===== config.mk =====
export PLATFORM = sky130hd
export DESIGN_NAME = bpfa_front_flat
export DESIGN_NICKNAME = d
export VERILOG_FILES = /design/src/sv/bpfa_pkg.sv /design/src/sv/bpfa_if.sv /design/src/sv/bpfa_front.sv /design/src/flat_wrapper.sv
export SDC_FILE = /design/constraint.sdc
export NUM_CORES = 1
export LEC_CHECK = 0
export ABC_CLOCK_PERIOD_IN_PS = 1000
export BUFFER_PORTS_ARGS = -buffer_cell sky130_fd_sc_hd__buf_2
export CORE_AREA = 2 2 42 44
export DETAILED_ROUTE_END_ITERATION = 10
export DIE_AREA = 0 0 44 46
export GPL_TIMING_DRIVEN = 0
export PLACE_DENSITY_LB_ADDON = 0.08
export REMOVE_ABC_BUFFERS = 1
export SETUP_SLACK_MARGIN = 0.4
export SLEW_MARGIN = 20
export SYNTH_ARGS = -nofsm -noshare
export SYNTH_HDL_FRONTEND = slang
export SYNTH_SLANG_ARGS = --single-unit

===== constraint.sdc =====
create_clock -name vclk -period 1
set_input_delay 0.05 -clock vclk [all_inputs]
set_output_delay 0.05 -clock vclk [all_outputs]
set_load 0.02 [all_outputs]

===== src/sv/bpfa_pkg.sv =====
// Shared types and constants of the bitmap page frame allocator.
package bpfa_pkg;

    // Field widths of the request and response channels
    localparam int ACTION_W       = 2;
    localparam int PAGE_FRAME_W   = 12;
    localparam int PRIV_W         = 2;
    localparam int ADDR_W         = 32;
    localparam int STATUS_W       = 3;
    localparam int WORD_COUNT_W   = 8;

    // Bitmap geometry
    localparam int WORD_BITS      = 32;
    localparam int BIT_IDX_W      = 5;
    localparam int PAGE_SHIFT     = 12;
    localparam int FRAME_IDX_W    = ADDR_W - PAGE_SHIFT;

    // Defaults
    localparam int                      NUM_FRAMES_DEFAULT = 4096;
    localparam logic [WORD_COUNT_W-1:0] WORD_COUNT_RESET   = 8'd128;

    // Privilege levels
    localparam logic [PRIV_W-1:0] PRIV_USER   = 2'd0;
    localparam logic [PRIV_W-1:0] PRIV_KERNEL = 2'd1;

    // Request actions
    typedef enum logic [ACTION_W-1:0] {
        ACT_ALLOC = 2'd0,
        ACT_FREE  = 2'd1,
        ACT_TEST  = 2'd2,
        ACT_MARK  = 2'd3
    } t_action;

    // Response status codes
    typedef enum logic [STATUS_W-1:0] {
        STS_DONE     = 3'd0,
        STS_NOTHING  = 3'd1,
        STS_BAD_PRIV = 3'd2,
        STS_NO_FRAME = 3'd3,
        STS_RANGE    = 3'd4
    } t_status;

    // Operations handed from the front end to the back end
    typedef enum logic [2:0] {
        OP_REPORT,
        OP_ALLOC,
        OP_FREE,
        OP_TEST,
        OP_MARK
    } t_op;

    // Classified command
    typedef struct packed {
        t_op                    op;
        t_status                status;
        logic [FRAME_IDX_W-1:0] frame;
        logic                   writable;
        logic                   user;
    } t_cmd;

    // Response payload
    typedef struct packed {
        t_status                 status;
        logic [PAGE_FRAME_W-1:0] frame_out;
        logic                    present_bit;
        logic                    rw_bit;
        logic                    user_bit;
        logic                    is_used;
    } t_res;

    // Back end states
    typedef enum logic [1:0] {
        BS_CLEAR,
        BS_IDLE,
        BS_RMW,
        BS_RESP
    } t_bstate;

endpackage


===== src/sv/bpfa_if.sv =====
// Channel interfaces of the bitmap page frame allocator.

// Request channel
interface bpfa_in_if;
    logic                                valid;
    logic                                ready;
    logic [bpfa_pkg::ACTION_W-1:0]       action;
    logic [bpfa_pkg::PAGE_FRAME_W-1:0]   page_frame;
    logic [bpfa_pkg::PRIV_W-1:0]         privilege;
    logic                                writable;
    logic [bpfa_pkg::ADDR_W-1:0]         address;

    modport source (output valid, action, page_frame, privilege, writable, address,
                    input ready);
    modport sink   (input valid, action, page_frame, privilege, writable, address,
                    output ready);
endinterface



===== src/sv/bpfa_front.sv =====
// Front end: accepts requests and classifies them into commands.
module bpfa_front #(
    parameter int NUM_FRAMES = bpfa_pkg::NUM_FRAMES_DEFAULT
) (
    bpfa_in_if.sink              i_in,
    input  logic                 i_queue_full,
    input  logic                 i_back_ready,
    output logic                 o_push,
    output bpfa_pkg::t_cmd       o_cmd
);
    localparam logic [31:0] NF32 = 32'(NUM_FRAMES);

    logic [31:0] pf_ext;
    logic [31:0] addr_frame_ext;
    logic        pf_range_bad;
    logic        addr_range_bad;

    // Take a request only with queue room and the bitmap cleared
    assign i_in.ready = !i_queue_full && i_back_ready;
    assign o_push     = i_in.valid && i_in.ready;

    assign pf_ext         = 32'(i_in.page_frame);
    assign addr_frame_ext = 32'(i_in.address[bpfa_pkg::ADDR_W-1:bpfa_pkg::PAGE_SHIFT]);
    assign pf_range_bad   = pf_ext >= NF32;
    assign addr_range_bad = addr_frame_ext >= NF32;

    // Classify the request
    always_comb begin
        o_cmd          = '0;
        o_cmd.op       = bpfa_pkg::OP_REPORT;
        o_cmd.status   = bpfa_pkg::STS_DONE;
        o_cmd.writable = i_in.writable;
        o_cmd.user     = (i_in.privilege == bpfa_pkg::PRIV_USER);
        unique case (bpfa_pkg::t_action'(i_in.action))
            bpfa_pkg::ACT_ALLOC: begin
                priority if (i_in.privilege > bpfa_pkg::PRIV_KERNEL) begin
                    o_cmd.status = bpfa_pkg::STS_BAD_PRIV;
                end else if (i_in.page_frame != '0) begin
                    o_cmd.status = bpfa_pkg::STS_NOTHING;
                end else begin
                    o_cmd.op = bpfa_pkg::OP_ALLOC;
                end
            end
            bpfa_pkg::ACT_FREE: begin
                o_cmd.frame = pf_ext[bpfa_pkg::FRAME_IDX_W-1:0];
                priority if (i_in.page_frame == '0) begin
                    o_cmd.status = bpfa_pkg::STS_NOTHING;
                end else if (pf_range_bad) begin
                    o_cmd.status = bpfa_pkg::STS_RANGE;
                end else begin
                    o_cmd.op = bpfa_pkg::OP_FREE;
                end
            end
            bpfa_pkg::ACT_TEST: begin
                o_cmd.frame = addr_frame_ext[bpfa_pkg::FRAME_IDX_W-1:0];
                if (addr_range_bad) begin
                    o_cmd.status = bpfa_pkg::STS_RANGE;
                end else begin
                    o_cmd.op = bpfa_pkg::OP_TEST;
                end
            end
            bpfa_pkg::ACT_MARK: begin
                o_cmd.frame = addr_frame_ext[bpfa_pkg::FRAME_IDX_W-1:0];
                if (addr_range_bad) begin
                    o_cmd.status = bpfa_pkg::STS_RANGE;
                end else begin
                    o_cmd.op = bpfa_pkg::OP_MARK;
                end
            end
            default: begin
                o_cmd.status = bpfa_pkg::STS_NOTHING;
            end
        endcase
    end

endmodule


===== src/flat_wrapper.sv =====
// flat-port wrapper written by rule: the top's interface ports become plain ports
module bpfa_front_flat 
#(
    parameter int NUM_FRAMES = bpfa_pkg::NUM_FRAMES_DEFAULT
)
  (i_queue_full, i_back_ready, o_push, o_cmd, i_in_valid, i_in_action, i_in_page_frame, i_in_privilege, i_in_writable, i_in_address, i_in_ready);
  bpfa_in_if i_in_i ();
  input  logic i_queue_full;
  input  logic i_back_ready;
  output logic o_push;
  output bpfa_pkg::t_cmd o_cmd;
  input wire logic [$bits(i_in_i.valid)-1:0] i_in_valid;
  input wire logic [$bits(i_in_i.action)-1:0] i_in_action;
  input wire logic [$bits(i_in_i.page_frame)-1:0] i_in_page_frame;
  input wire logic [$bits(i_in_i.privilege)-1:0] i_in_privilege;
  input wire logic [$bits(i_in_i.writable)-1:0] i_in_writable;
  input wire logic [$bits(i_in_i.address)-1:0] i_in_address;
  output wire logic [$bits(i_in_i.ready)-1:0] i_in_ready;
  assign i_in_i.valid = i_in_valid;
  assign i_in_i.action = i_in_action;
  assign i_in_i.page_frame = i_in_page_frame;
  assign i_in_i.privilege = i_in_privilege;
  assign i_in_i.writable = i_in_writable;
  assign i_in_i.address = i_in_address;
  assign i_in_ready = i_in_i.ready;
  bpfa_front #(.NUM_FRAMES(NUM_FRAMES)) u_core (.i_in(i_in_i), .i_queue_full(i_queue_full), .i_back_ready(i_back_ready), .o_push(o_push), .o_cmd(o_cmd));
endmodule

After elaboration in Yosys (flattened, before gate mapping)
Index checks and enable logic that the tools add are counted.
W data, S select, Z words.
{"block": "op_classes", "order_cmp": 3, "muxes": 13, "reduce_logical": 8, "n_eq_ne": 3}
{"cell": "$pmux W20 S2", "count": 1}
{"cell": "$pmux W6 S4", "count": 1}
{"cell": "$ge A20 B13 Y1 const B", "count": 1}
{"cell": "$mux W3", "count": 6}
{"cell": "$ge A12 B13 Y1 const B", "count": 1}
{"cell": "$logic_not A12 Y1", "count": 1}
{"cell": "$reduce_bool A12 Y1", "count": 1}
{"cell": "$eq A2 B2 Y1 const B", "count": 2}
{"cell": "$logic_not A2 Y1", "count": 2}
{"cell": "$mux W2", "count": 2}
{"cell": "$mux W1", "count": 3}
{"cell": "$eq A2 B1 Y1 const B", "count": 1}
{"cell": "$gt A2 B1 Y1 const B", "count": 1}
{"cell": "$logic_and A1 B1 Y1", "count": 2}
{"cell": "$reduce_or A2 Y1", "count": 1}
{"cell": "$logic_not A1 Y1", "count": 1}
{"block": "totals", "word_cells": 27, "regBits": 0, "input_bits": 52}

Logic depth before layout (Yosys ltp)
{"block": "depth", "ltp_word": 4, "ltp_mapped": 4, "depth_no_buf": 3}

Least setup slack after synthesis
OpenSTA, ideal clock, no wires.
{"block": "synth_timing", "kind": "input to output", "start": "input i_in_address[26]", "end": "output o_cmd[26] in the netlist's numbering", "stages": 3, "t_arrival_ps": 932, "slack_ps": 18, "t_required_ps": 950, "path_cell_list": "nor4_1 nand3_1 o2bb2ai_1"}
{"item": "start, declared", "line_no": "flat_wrapper.sv:17", "text": "input wire logic [$bits(i_in_i.address)-1:0] i_in_address;"}
{"item": "end, declared", "line_no": "flat_wrapper.sv:11", "text": "output bpfa_pkg::t_cmd o_cmd;"}

==> results_dict.tcl <==
set metrics [dict create \
    wl_per_cell_um 14.3 \
    track_usage 0.172 \
    max_stage_delay_ps 320 \
    rsz0062_at_grt "yes" \
    grt_pass1_wl_um 2660 \
    syn-instance-count 44 \
    hold_viol 0 \
    synth_cell_types 20 \
    cpMaxStageDelayCell "mux2_4" \
    cp.required_ps 950 \
    wl_um 1940 \
    die_area_um2 2020 \
    holdBufCountCts 0 \
    nNetsFinal 173 \
    setup_ws_ps -90.1 \
    crit_family "simple AND/OR/NAND/NOR gates" \
    synth_most_common_cell "a22o_1" \
    criticalPathCategory "in -> out" \
    die_w_um 44 \
    worst-path-stages 5 \
    syn_area_um2 362 \
    num_antenna_cells 0 \
    worstMarginPinSlew_ps 253 \
    die_y_um 46 \
    grt_overflow 0 \
    crit_buf_inv 2 \
    avgSynthCellArea_um2 8.22 \
    powerDensity_nw_per_um2 479 \
    hold_class "in -> out" \
    grt_max_degree 14 \
    final_util 0.674 \
    worst_hold_slack_ps 100 \
    io_pins 82 \
    crit_top_cell "buf_6" \
    gp_congestion 0.659 \
    violations "setup timing" \
    cp_max_fo 2 \
    hold_path_depth 0 \
    crit_arrival_ps 1040 \
    via_count 675 \
    antenna_found_initial 0 \
    relSlewSlack 0.830 \
    seqCellArea_um2 0 \
    fin_crit_ps 1090 \
    drive_gt1_frac 0.756 \
    first_global_vias 592 \
    seq_area_frac_synth 0 \
    final.period_utilization 1.09 \
    placementRows 15 \
    dr.pass1.iters 4 \
    clock.fmax_mhz 917 \
    drc_errors 0 \
    status "complete, but fails checks" \
    power.static_leakage_uw 0.000545 \
    crit_path_end_kind "output pin" \
    start_util 0.224 \
    cp-endpoint "o_cmd[22]" \
    io_buffers 68 \
    synthTopCellsByCount "12 x a22o_1, 9 x and2_1, 3 x buf_2, 3 x nor4_4, 2 x nor4_1" \
    core-area_um2 1610 \
    synth_top_area_share 0.291 \
    initialDrtViolationCount 5 \
    final_cells 136 \
    dp_cells 124 \
    cp_cell_sequence "buf_6 > nor4_4 > nand3_2 > mux2_4 > buf_6" \
    maxCapViolations 0 \
    setup_viol 2 \
    post_drt_via_cell_ratio 4.96 \
    clkbuf_count 0 \
    synth_area_leaders "a22o_1 29%, nor4_4 18%, and2_1 16%" \
    critPathLaunchType "input port" \
    maxSlewViolCount 0 \
    syn_to_final_growth_pct 201 \
    synth.largest_area_cell "a22o_1" \
    peakVddDrop_mv 0.222 \
    yosys_warnings 0 \
    nFlopsAndLatches 0 \
    pre_cts_slack_ps -249 \
    final_antenna_net_count 0 \
    crit_start "i_in_page_frame[4]" \
]
-- per-stage QoR --
step / TNS, ps / area, um2 / power [uW]
after floorplan: 0 / 335 / 167
after global placement: -3230 / 697 / 341
after detailed placement: -3130 / 697 / 343
after CTS: -132 / 1030 / 493
after global routing: -285 / 1090 / 550
final: -149 / 1090 / 521
-- what timing repair did --
item,CTS,global route
endpoints found under the hold margin,0,0
resized for setup,65,9
pin swaps,16,14
buffers inserted,6,4
setup endpoints to repair,27,19
cloned,2,0
-- metal layers --
layer,routed length [um],part of all wire,GRT usage,up-vias
met5,0,0,0,-
met4,0,0,0.00606,0
met3,130,0.067,0.0159,0
met2,1140,0.59,0.359,35
met1,666,0.34,0.193,311
li1,-,-,-,329
-- final cells by class --
| class | count | area [um2] |
|---|---|---|
| fillers | 144 | 526 |
| multi-input cells | 40 | 392 |
| well taps | 17 | 21.3 |
| repair buffers | 79 | 676 |
-- worst min path at each step --
| stage | start | slack (ps) | endpoint |
|---|---|---|---|
| 2_1_floorplan | i_in_writable | 100 | o_cmd[1] |
| 3_3_place_gp | i_in_writable | 100 | o_cmd[1] |
| 3_5_place_dp | i_in_writable | 100 | o_cmd[1] |
| 4_1_cts | i_in_writable | 100 | o_cmd[1] |
| 5_1_grt | i_in_writable | 100 | o_cmd[1] |
| 6_report | i_in_writable | 100 | o_cmd[1] |
-- placed cells by master (no fill, tap or decap) --
master      n
nand3_2     1
nor2_1      1
buf_2      37
o2bb2ai_1   1
nor2b_4     2
nor3b_2     1
buf_4       9
nand3_1     1
a22o_1     12
buf_6      26
and2_4      1
nor4_4      5
mux2_4      1
buf_16      2
a21boi_1    1
and2_1      8
buf_8       5
nor3_1      1
nand4_1     1
o21ai_1     1
and4_1      1
nor2b_1     1
-- logic make-up after synthesis --
kind of cell           synth area share
AO/OA/AOI/OAI                     0.349
buffers and inverters            0.0726
multiplexers                     0.0415
AND/OR/NAND/NOR                   0.536
-- report_power, final --
group          switching, uW  internal [uW]
clock                      0              0
combinational            232            290
sequential                 0              0
(Power assumes the default switching activity.)
