<file path="src/sv/bpfa_pkg.sv">
// Shared types and constants of the bitmap page frame allocator.
package bpfa_pkg;

    // Field widths of the request and response channels
    localparam int ACTION_W       = 2;
    localparam int PAGE_FRAME_W   = 12;
    localparam int PRIV_W         = 2;
    localparam int ADDR_W         = 32;
    localparam int STATUS_W       = 3;
    localparam int WORD_COUNT_W   = 8;

    // Bitmap geometry
    localparam int WORD_BITS      = 32;
    localparam int BIT_IDX_W      = 5;
    localparam int PAGE_SHIFT     = 12;
    localparam int FRAME_IDX_W    = ADDR_W - PAGE_SHIFT;

    // Defaults
    localparam int                      NUM_FRAMES_DEFAULT = 4096;
    localparam logic [WORD_COUNT_W-1:0] WORD_COUNT_RESET   = 8'd128;

    // Privilege levels
    localparam logic [PRIV_W-1:0] PRIV_USER   = 2'd0;
    localparam logic [PRIV_W-1:0] PRIV_KERNEL = 2'd1;

    // Request actions
    typedef enum logic [ACTION_W-1:0] {
        ACT_ALLOC = 2'd0,
        ACT_FREE  = 2'd1,
        ACT_TEST  = 2'd2,
        ACT_MARK  = 2'd3
    } t_action;

    // Response status codes
    typedef enum logic [STATUS_W-1:0] {
        STS_DONE     = 3'd0,
        STS_NOTHING  = 3'd1,
        STS_BAD_PRIV = 3'd2,
        STS_NO_FRAME = 3'd3,
        STS_RANGE    = 3'd4
    } t_status;

    // Operations handed from the front end to the back end
    typedef enum logic [2:0] {
        OP_REPORT,
        OP_ALLOC,
        OP_FREE,
        OP_TEST,
        OP_MARK
    } t_op;

    // Classified command
    typedef struct packed {
        t_op                    op;
        t_status                status;
        logic [FRAME_IDX_W-1:0] frame;
        logic                   writable;
        logic                   user;
    } t_cmd;

    // Response payload
    typedef struct packed {
        t_status                 status;
        logic [PAGE_FRAME_W-1:0] frame_out;
        logic                    present_bit;
        logic                    rw_bit;
        logic                    user_bit;
        logic                    is_used;
    } t_res;

    // Back end states
    typedef enum logic [1:0] {
        BS_CLEAR,
        BS_IDLE,
        BS_RMW,
        BS_RESP
    } t_bstate;

endpackage

</file>
<file path="src/sv/bpfa_cmd_fifo.sv">
// Two-entry command queue between the front end and the back end.
module bpfa_cmd_fifo (
    input  logic                 i_clk,
    input  logic                 i_rst_n,
    input  logic                 i_push,
    input  bpfa_pkg::t_cmd       i_cmd,
    output logic                 o_full,
    output logic                 o_valid,
    output bpfa_pkg::t_cmd       o_cmd,
    input  logic                 i_pop
);
    bpfa_pkg::t_cmd r_mem [2];
    logic           r_wptr;
    logic           r_rptr;
    logic [1:0]     r_count;

    assign o_full  = r_count == 2'd2;
    assign o_valid = r_count != 2'd0;
    assign o_cmd   = r_mem[r_rptr];

    // Advance pointers and count
    always_ff @(posedge i_clk) begin
        if (!i_rst_n) begin
            r_wptr  <= 1'b0;
            r_rptr  <= 1'b0;
            r_count <= 2'd0;
        end else begin
            if (i_push) begin
                r_wptr <= !r_wptr;
            end
            if (i_pop) begin
                r_rptr <= !r_rptr;
            end
            unique case ({i_push, i_pop})
                2'b10:   r_count <= r_count + 2'd1;
                2'b01:   r_count <= r_count - 2'd1;
                default: r_count <= r_count;
            endcase
        end
    end

    // Store pushed commands
    always_ff @(posedge i_clk) begin
        if (i_push) begin
            r_mem[r_wptr] <= i_cmd;
        end
    end

    assert property (@(posedge i_clk) disable iff (!i_rst_n) i_pop |-> o_valid)
        else $error("command queue popped while empty");
    assert property (@(posedge i_clk) disable iff (!i_rst_n) o_full |-> !i_push || i_pop)
        else $error("command queue overflow");
    assert property (@(posedge i_clk) disable iff (!i_rst_n)
                     (i_push && !i_pop) |=> r_count == $past(r_count) + 2'd1)
        else $error("command queue count lost a push");

endmodule

</file>
<file path="config.mk">
export PLATFORM = sky130hd
export DESIGN_NAME = bpfa_cmd_fifo
export DESIGN_NICKNAME = d
export VERILOG_FILES = /design/src/sv/bpfa_pkg.sv /design/src/sv/bpfa_cmd_fifo.sv
export SDC_FILE = /design/constraint.sdc
export NUM_CORES = 1
export LEC_CHECK = 0
export BUFFER_PORTS_ARGS = -buffer_cell sky130_fd_sc_hd__buf_2
export CORE_MARGIN = 3
export CORE_UTILIZATION = 51
export DETAILED_ROUTE_END_ITERATION = 10
export PLACE_DENSITY = 0.84
export RECOVER_POWER = 25
export SETUP_SLACK_MARGIN = 0.2
export SYNTH_ARGS = -nofsm -noshare
export SYNTH_HDL_FRONTEND = slang
export SYNTH_SLANG_ARGS = --single-unit
export TNS_END_PERCENT = 100
</file>
<file path="constraint.sdc">
create_clock -name i_clk -period 2.9 [get_ports i_clk]
set_input_delay 0.87 -clock i_clk [delete_from_list [all_inputs] [get_ports i_clk]]
set_output_delay 0.87 -clock i_clk [all_outputs]
set_load 0.1 [all_outputs]
</file>
# Word level (Yosys, flattened, before mapping)
# Memories as Yosys holds them, arrays and structs flattened. A register that Yosys moved wholly into a read port is not among the register bits.
# Cells that the tools add are included.
[classes]
add_sub_neg = 2
shifts = 0
muxes = 5
bitwise_logic = 0
div = 0
n_lt_le_gt_ge = 0
multipliers = 0
reduce_logical = 4
eq_ne = 3
[op_table]
columns = ["op", "count"]
rows = [
  ["== test 2 bit, second input constant", 2],
  ["2-to-1 mux 1 bit", 4],
  ["case mux 2 bit (2 select lines)", 1],
  ["nonzero test 2 bit", 2],
  ["adder 2 x 1 -> 2 bit, second input constant", 1],
  ["== test 2 x 1 -> 1 bit, second input constant", 1],
  ["zero test 1 bit", 2],
  ["subtractor 2 x 1 -> 2 bit, second input constant", 1],
]
[totals]
latch_bits = 0
memories = 1
rom_bits = 0
ram_bits = 56
word_cells = 18
regBits = 4
[mem_list]
columns = ["memory", "words", "word_bits", "rd", "rd_ports_with_merged_regs", "wr", "line_no", "text"]
rows = [
  ["r_mem", 2, 28, 1, 1, 1, "bpfa_cmd_fifo.sv:12", "bpfa_pkg::t_cmd r_mem [2];"],
]

# Depth between registers and ports, before layout
# Gate-level depths: netlist of run 1.
[logic_depth]
word_depth = 3
mapped_depth = 5
depth_no_buf = 5

# Least setup slack after synthesis of run 1
# Ideal clock, no wire load.
[synth_timing]
path_kind = "input -> register"
from = "input port i_push"
to = "memory r_mem[0][0] (netlist name) (enable)"
path_buffers = 0
arrival_ps = 2138
slack_ps = 347
setup_ps = 415
path_stages = 2
path_cell_list = "inv_1 nor2_1"
[synth_between]
elab_chain_len = 2
[synth_lines]
columns = ["item", "line_no", "text"]
rows = [
  ["start, declared", "bpfa_cmd_fifo.sv:5", "input logic i_push,"],
  ["2-to-1 mux 1 bit", "bpfa_cmd_fifo.sv:44", "if (i_push) begin"],
  ["2-to-1 mux 1 bit (implied by the code)", "bpfa_cmd_fifo.sv:45", "r_mem[r_wptr] <= i_cmd;"],
  ["end, declared", "bpfa_cmd_fifo.sv:12", ""],
]
# No other way between the ends.

==> results.md, run 1 <==
- Largest net degree at the start of global routing: 29
- GRT overflow: 0
- Worst EP arrival: 1470 ps
- Top cells by area, synth: edfxtp_1 75%, mux2_2 14%, dfxtp_1 4.5%, and2_1 1.1%, xnor2_1 0.78%
- CP Max Fanout: 15
- Gr usage total: 17.6%
- DR DRC count: 0
- Final setup violating endpoints: 0
- CTS clk-pin slew, worst paths: 60 ps
- Fmax: 427 MHz
- CP Data Required Time: 2030 ps
- Register area: 1780 um^2
- # diodes: 0
- Routed WL per cell: 17.0 um
- Share of post-route cells with drive strength above 1: 52.7%
- Slowest-stage cell, CP: mux2_2
- Library cells used by synthesis: 18
- Peak VDD IR: 674 uV
- Clock tree sinks: 61
- Port Buf Inserts: 61
- Initial antenna violation count: 0
- Power per cell area: 761 nW/um^2
- Drt initial violations: 76
- Flops & latches, synth: 61
- Status: finished, final reports clean
- YS warnings: 0
- Initial Utilization: 54.3%
- Final RePlAce weighted congestion: 0.730
- Syn nets: 142
- Vias per inst: 5.10
- Final Critical Period: 2340 ps
- Hold crit path type: reg2reg
- # rows: 23
- CP Class: reg2out
- DP HPWL: 2.86 mm
- DIE WIDTH: 72.2 um
- Hold Fails Final Rpt: 0
- Post-synth top area share: 75.3%
- Synth-to-layout area growth: 44.9%
- Total Negative Setup Slacks: 0 ps
- Htree depth: 3
- Final ANT Viol Nets: 0
- Die area: 5210 um^2
- IO Pins: 62
- Multi-input logic area: 433 um^2
- Critical-path cell list: buf_4, mux2_2, buf_12
- CTS Buffer Depth: 2
- Via count: 1,213
- Root Driver: clkbuf_8
- DRT Pass-1 Iters: 4
- Final Power: 2.46 mW
- Post-route design area: 3240 um^2
- Post-synth top area cell: edfxtp_1
- Maxcap violations: 0
- Core area: 4120 um^2
- Critical path capture point type: primary output
- DRT Wirelength: 4.04 mm
- Fill count: 227
- RSZ-0062 raised after global routing: no
- Setup bufs post-CTS: 0
- Clock latency on the worst-skew pair: 330 ps
- Synth Area per Inst: 20.5 um^2
- Startpoint class of the critical path: register
- Final period util: 80.7%
- P_leak: 1.22 nW
- Top FF cell, synth: edfxtp_1
- Relative slew margins: 67.8%
- Hold slack: 506 ps
- Slowest stage delay, CP: 400 ps
- Fin. max-slew vios: 0
- CTS Buf Count: 9
- Die Ht: 72.2 um
- Top-count cell post-synth: edfxtp_1
- First-pass GRT wire length: 6.48 mm
- Worst-Margin Slew: 486 ps
- Hold_buf cts: 0
- Mapped Cells: 109
- Ys async rst share: 0%
- CTS tree: built
- Vias in the first global route: 1,319
- EDFF count, synth: 56
- NumNets Final: 216
- Register area share after synthesis: 79.8%
- Clock Skews: 4.20 ps
- Placed inst area: 3040 um^2
- Post-CTS sizing: 0
- Post-synth top cells: 56 x edfxtp_1, 28 x mux2_2, 5 x dfxtp_1, 4 x and2_1
- Synthesized area: 2230 um^2
==> logic make-up (layout without fill, tap and decap cells) <==
kind of cell    after synthesis  in the layout  share of synthesized area (%)
compound gates                3              3                          0.896
xor+xnor                      3              3                           1.18
fa+ha+maj                     1              1                          0.560
buf+inv                       4             83                          0.952
flops                        61             61                           79.8
mux                          28             28                           14.1
simple gates                  9              9                           2.52
==> where the power goes <==
part | leakage [nW] | switching [mW] | internal, mW | total, mW
sequential | 0.567 | 0.0155 | 1.01 | 1.03
combinational | 0.549 | 0.437 | 0.229 | 0.666
clock | 0.105 | 0.292 | 0.475 | 0.767
total | 1.22 | 0.744 | 1.72 | 2.46
==> layout make-up <==
cell class | count | share of cell area (%)
Tap cell | 50 | 1.93
Multi-Input combinational cell | 44 | 13.4
Inverter | 1 | 0.116
Clock inverter | 6 | 2.40
Sequential cell | 61 | 55.1
Clock buffer | 10 | 3.94
Timing Repair Buffer | 66 | 23.2
==> metrics by stage <==
step | cells | utilization, % | worst slack, ps
after floorplan | 109 | - | 347
after global placement | 222 | 74.0 | 931
after detailed placement | 222 | 74.0 | 899
after CTS | 238 | 79.0 | 530
after global routing | 238 | 78.6 | 483
final | 238 | 78.6 | 560
==> state kept, by name, indices dropped and copies added, names as in the netlist, named ones only <==
signal   count
r_mem       56
r_wptr       1
r_count      2
r_rptr       1
==> metal layers <==
| layer | GRT usage [%] | part of all wire (%) |
|---|---|---|
| met5 | 0 | 0 |
| met4 | 10.0 | 2.2 |
| met2 | 29.8 | 56 |
| met3 | 6.51 | 6.6 |
| met1 | 19.0 | 35 |
==> cell usage in the layout, fill, tap and decap left out, types with 2 or more instances in the layout <==
cell,n
and2_1,4
buf_12,28
buf_2,22
buf_4,5
bufinv_16,2
clkbuf_1,12
clkbuf_8,9
clkinv_1,2
clkinv_2,2
dfxtp_1,5
edfxtp_1,56
mux2_2,28
xnor2_1,2
==> worst max-delay path: cells and delay by family (launching register included) <==
kind,cells,cell delay [ps]
buffers and inverters,2,410
multiplexers,1,400
flip-flops,1,320
==> worst paths after layout <==
kind,cells after the start,slack (ps),end,start
min reg2reg,2,510,r_count[1],r_count[1]
max reg2reg,2,1710,r_mem[1][5],r_wptr
max,3,560,o_cmd[21],register
min,2,510,r_count[1],r_count[1]
Power figures use the tool's default switching activity.
==> run 2, diff against run 1 <==
Settings changed: CORE_UTILIZATION 51 to 46, PLACE_DENSITY 0.84 to 0.8.
Clock period 2.9 ns to 1.95 ns, I/O delays scaled along.
==> run 2 against run 1 <==
The run now ends with setup timing left. Register-to-register slack got worse by 860 ps. Highest routed layer unchanged. Largest power group unchanged. Non-clock buffer count increased by 2. Clock power increased by 33%. Count of clock-buffer cells in the layout unchanged. Core utilization decreased by 2.4 points. Sequential share of layout area decreased by 3.4 points. Worst setup slack got worse by 610 ps.
==> results.md, run 2 (same netlist as run 1, synthesis figures left out) <==
- Critical-path cell list: buf_16, mux2_4, buf_12
- NumNets Final: 218 (+0.93%)
- Power per cell area: 1060 nW/um^2 (+39%)
- Root Driver: clkbuf_8
- Sequential power share: 42.2% (+0.4 points)
- Placed Cells: 236 (+6.3%)
- DP HPWL: 2.99 mm (+4.5%)
- First-pass GRT wire length: 6.62 mm (+2.1%)
- Fin. max-slew vios: 0 (unchanged)
- Final setup violating endpoints: 26 (+26)
- Peak VDD IR: 701 uV (+4.0%)
- Initial antenna violation count: 0 (unchanged)
- Max FFs per register: 56 (unchanged)
- Final Non-Filler Cells: 255 (+7.1%)
- Share of post-route cells with drive strength above 1: 57.9% (+5.2 points)
- DRT Wirelength: 4.51 mm (+12%)
- Largest net degree at the start of global routing: 29 (unchanged)
- Via count: 1,238 (+2.1%)
- CTS Buf Count: 9 (unchanged)
- DIE WIDTH: 75.7 um (+4.9%)
- Critical path buffer and inverter count: 2 (unchanged)
- Vias in the first global route: 1,350 (+2.4%)
- Relative slew margins: 83.9% (+16 points)
- CTS Buffer Depth: 2 (unchanged)
- Slowest stage delay, CP: 410 ps (about the same)
- Htree depth: 3 (unchanged)
- Placed inst area: 3090 um^2 (+1.4%)
- Worst-Margin Slew: 242 ps (-245 ps)
- P_leak: 1.37 nW (+12%)
- CTS clk-pin slew, worst paths: 60 ps (about the same)
- Final worst slack: -51.2 ps (-612 ps)
- Int Power: 2.51 mW (+46%)
- Gr usage total: 16.9% (-0.76 points)
- Met1 WL: 1.77 mm (+23%)
- Final Critical Period: 2000 ps
- Clock Skews: 6.16 ps (+1.96 ps)
- Vias per inst: 4.85 (-4.7%)
- Net load switching power: 1.14 mW (+53%)
- Top reg by flops: r_mem
- Clock power share: 27.8% (-3.3 points)
- Synth-to-layout area growth: 54.8%
- Comb pwr share: 30.0% (+3.0 points)
- DR DRC count: 0 (unchanged)
- CP Class: reg2out
- Clock latency on the worst-skew pair: 330 ps (about the same)
- Clock tree sinks: 61 (unchanged)
- Routed WL per cell: 17.7 um (+4.1%)
- # rows: 24 (+4.3%)
- Initial Utilization: 49.3% (-5.0 points)
- Met2 Routed Length: 2.38 mm (+5.7%)
- Most common cell after layout, fill and taps aside: edfxtp_1
- Failing checks: setup timing
- Startpoint class of the critical path: register
- CP Data Required Time: 1360 ps (-670 ps)
- CP top delay family: flip-flops
- Die Ht: 75.7 um (+4.9%)
- Fmax: 500 MHz
- Final period util: 103%
- Final ANT Viol Nets: 0 (unchanged)
- Slowest-stage cell, CP: dfxtp_4
- Drt initial violations: 60 (-21%)
- DRT Pass-1 Iters: 4 (unchanged)
- Hold Fails Final Rpt: 0 (unchanged)
- # diodes: 0 (unchanged)
- Switch share: 31.3% (+1.0 points)
- Final Power: 3.65 mW (+48%)
- CP Max Fanout: 13 (-2)
- Post-layout util: 76.2% (-2.4 points)
- Largest regs: r_mem: 56 flops, r_count: 2 flops
- Critical path capture point type: primary output
- Fill count: 260 (+15%)
- IO Pins: 62 (unchanged)
- Hold_buf cts: 0 (unchanged)
- Port Buf Inserts: 61 (unchanged)
- GRT overflow: 0 (unchanged)
- Top routing layer used: met4
- Most frequent cells in the layout: 56 x edfxtp_1, 31 x buf_12, 28 x mux2_4, 28 x buf_2, 9 x clkbuf_8
- Status: finished, violations left
- Post-route design area: 3460 um^2 (+6.8%)
- Core area: 4530 um^2 (+10%)
- Final RePlAce weighted congestion: 0.685 (-6.1%)
- Die area: 5730 um^2 (+9.9%)
- Hold crit path type: in2reg
- RSZ-0062 raised after global routing: yes
- Worst EP arrival: 1420 ps (-50 ps)
- Met3 WL: 229 um (-14%)
- CTS tree: built
- Maxcap violations: 0 (unchanged)
## run 2: cell count changes in the layout (fill, tap and decap cells not counted), sizes merged
cell      before  now
buf           55   65
clkbuf        21   13
bufinv         2    1
clkinvlp       0    1
## run 2: cell type report
cell class	count	area [um^2]	area share, %
clock buffers	10	128	3.69
clock inverters	6	53.8	1.56
inverters	1	3.75	0.109
multi-input cells	44	546	15.8
flip-flops and latches	61	1790	51.7
well taps	65	81.3	2.35
repair buffers	68	858	24.8
## run 2: worst paths after layout
kind                                      to  slack [ps]  depth (start not counted)       start
worst max-delay path                o_cmd[8]         -50                          3    register
worst min-delay path            r_mem[0][17]         450                          1   i_cmd[17]
worst max register to register   r_mem[1][0]         850                          2      r_wptr
worst min register to register    r_count[1]         540                          2  r_count[1]
## run 2: per-stage QoR
step	setup WS, ps	TNS, ps	hold slack (ps)
final	-51.2	-811	445
after CTS	-81.6	-1330	431
after detailed placement	182	0	526
after global placement	218	0	470
after global routing	-91.5	-1990	428
after floorplan	145	0	461
## run 2: metal layers
| layer | global-route usage, % | vias up |
|---|---|---|
| li1 | - | 575 |
| met1 | 19.3 | 599 |
| met2 | 28.3 | 51 |
| met3 | 4.75 | 13 |
| met4 | 9.90 | 0 |
| met5 | 0 | - |
## run 2: power by group through the flow
stage / Sequential, mW / Clock (mW) / Combinational [mW]
4_1_cts: 1.54 / 1.04 / 1.06
5_1_grt: 1.55 / 1.11 / 1.13
3_3_place_gp: 1.55 / 0 / 0.987
2_1_floorplan: 1.55 / 0 / 0.647
6_report: 1.54 / 1.02 / 1.10
3_5_place_dp: 1.56 / 0 / 1.00
## run 2: timing repair
action	in CTS	in global routing
endpoints found under the setup margin	30	30
gates resized for setup	23	16
buffers inserted	1	0
pin swaps	0	0
gates cloned	1	1
## run 2: worst reg2reg max path, cell delays in order, from the launching register on
cell     delay, ps
dfxtp_1        390
and2_1         190
buf_12         210
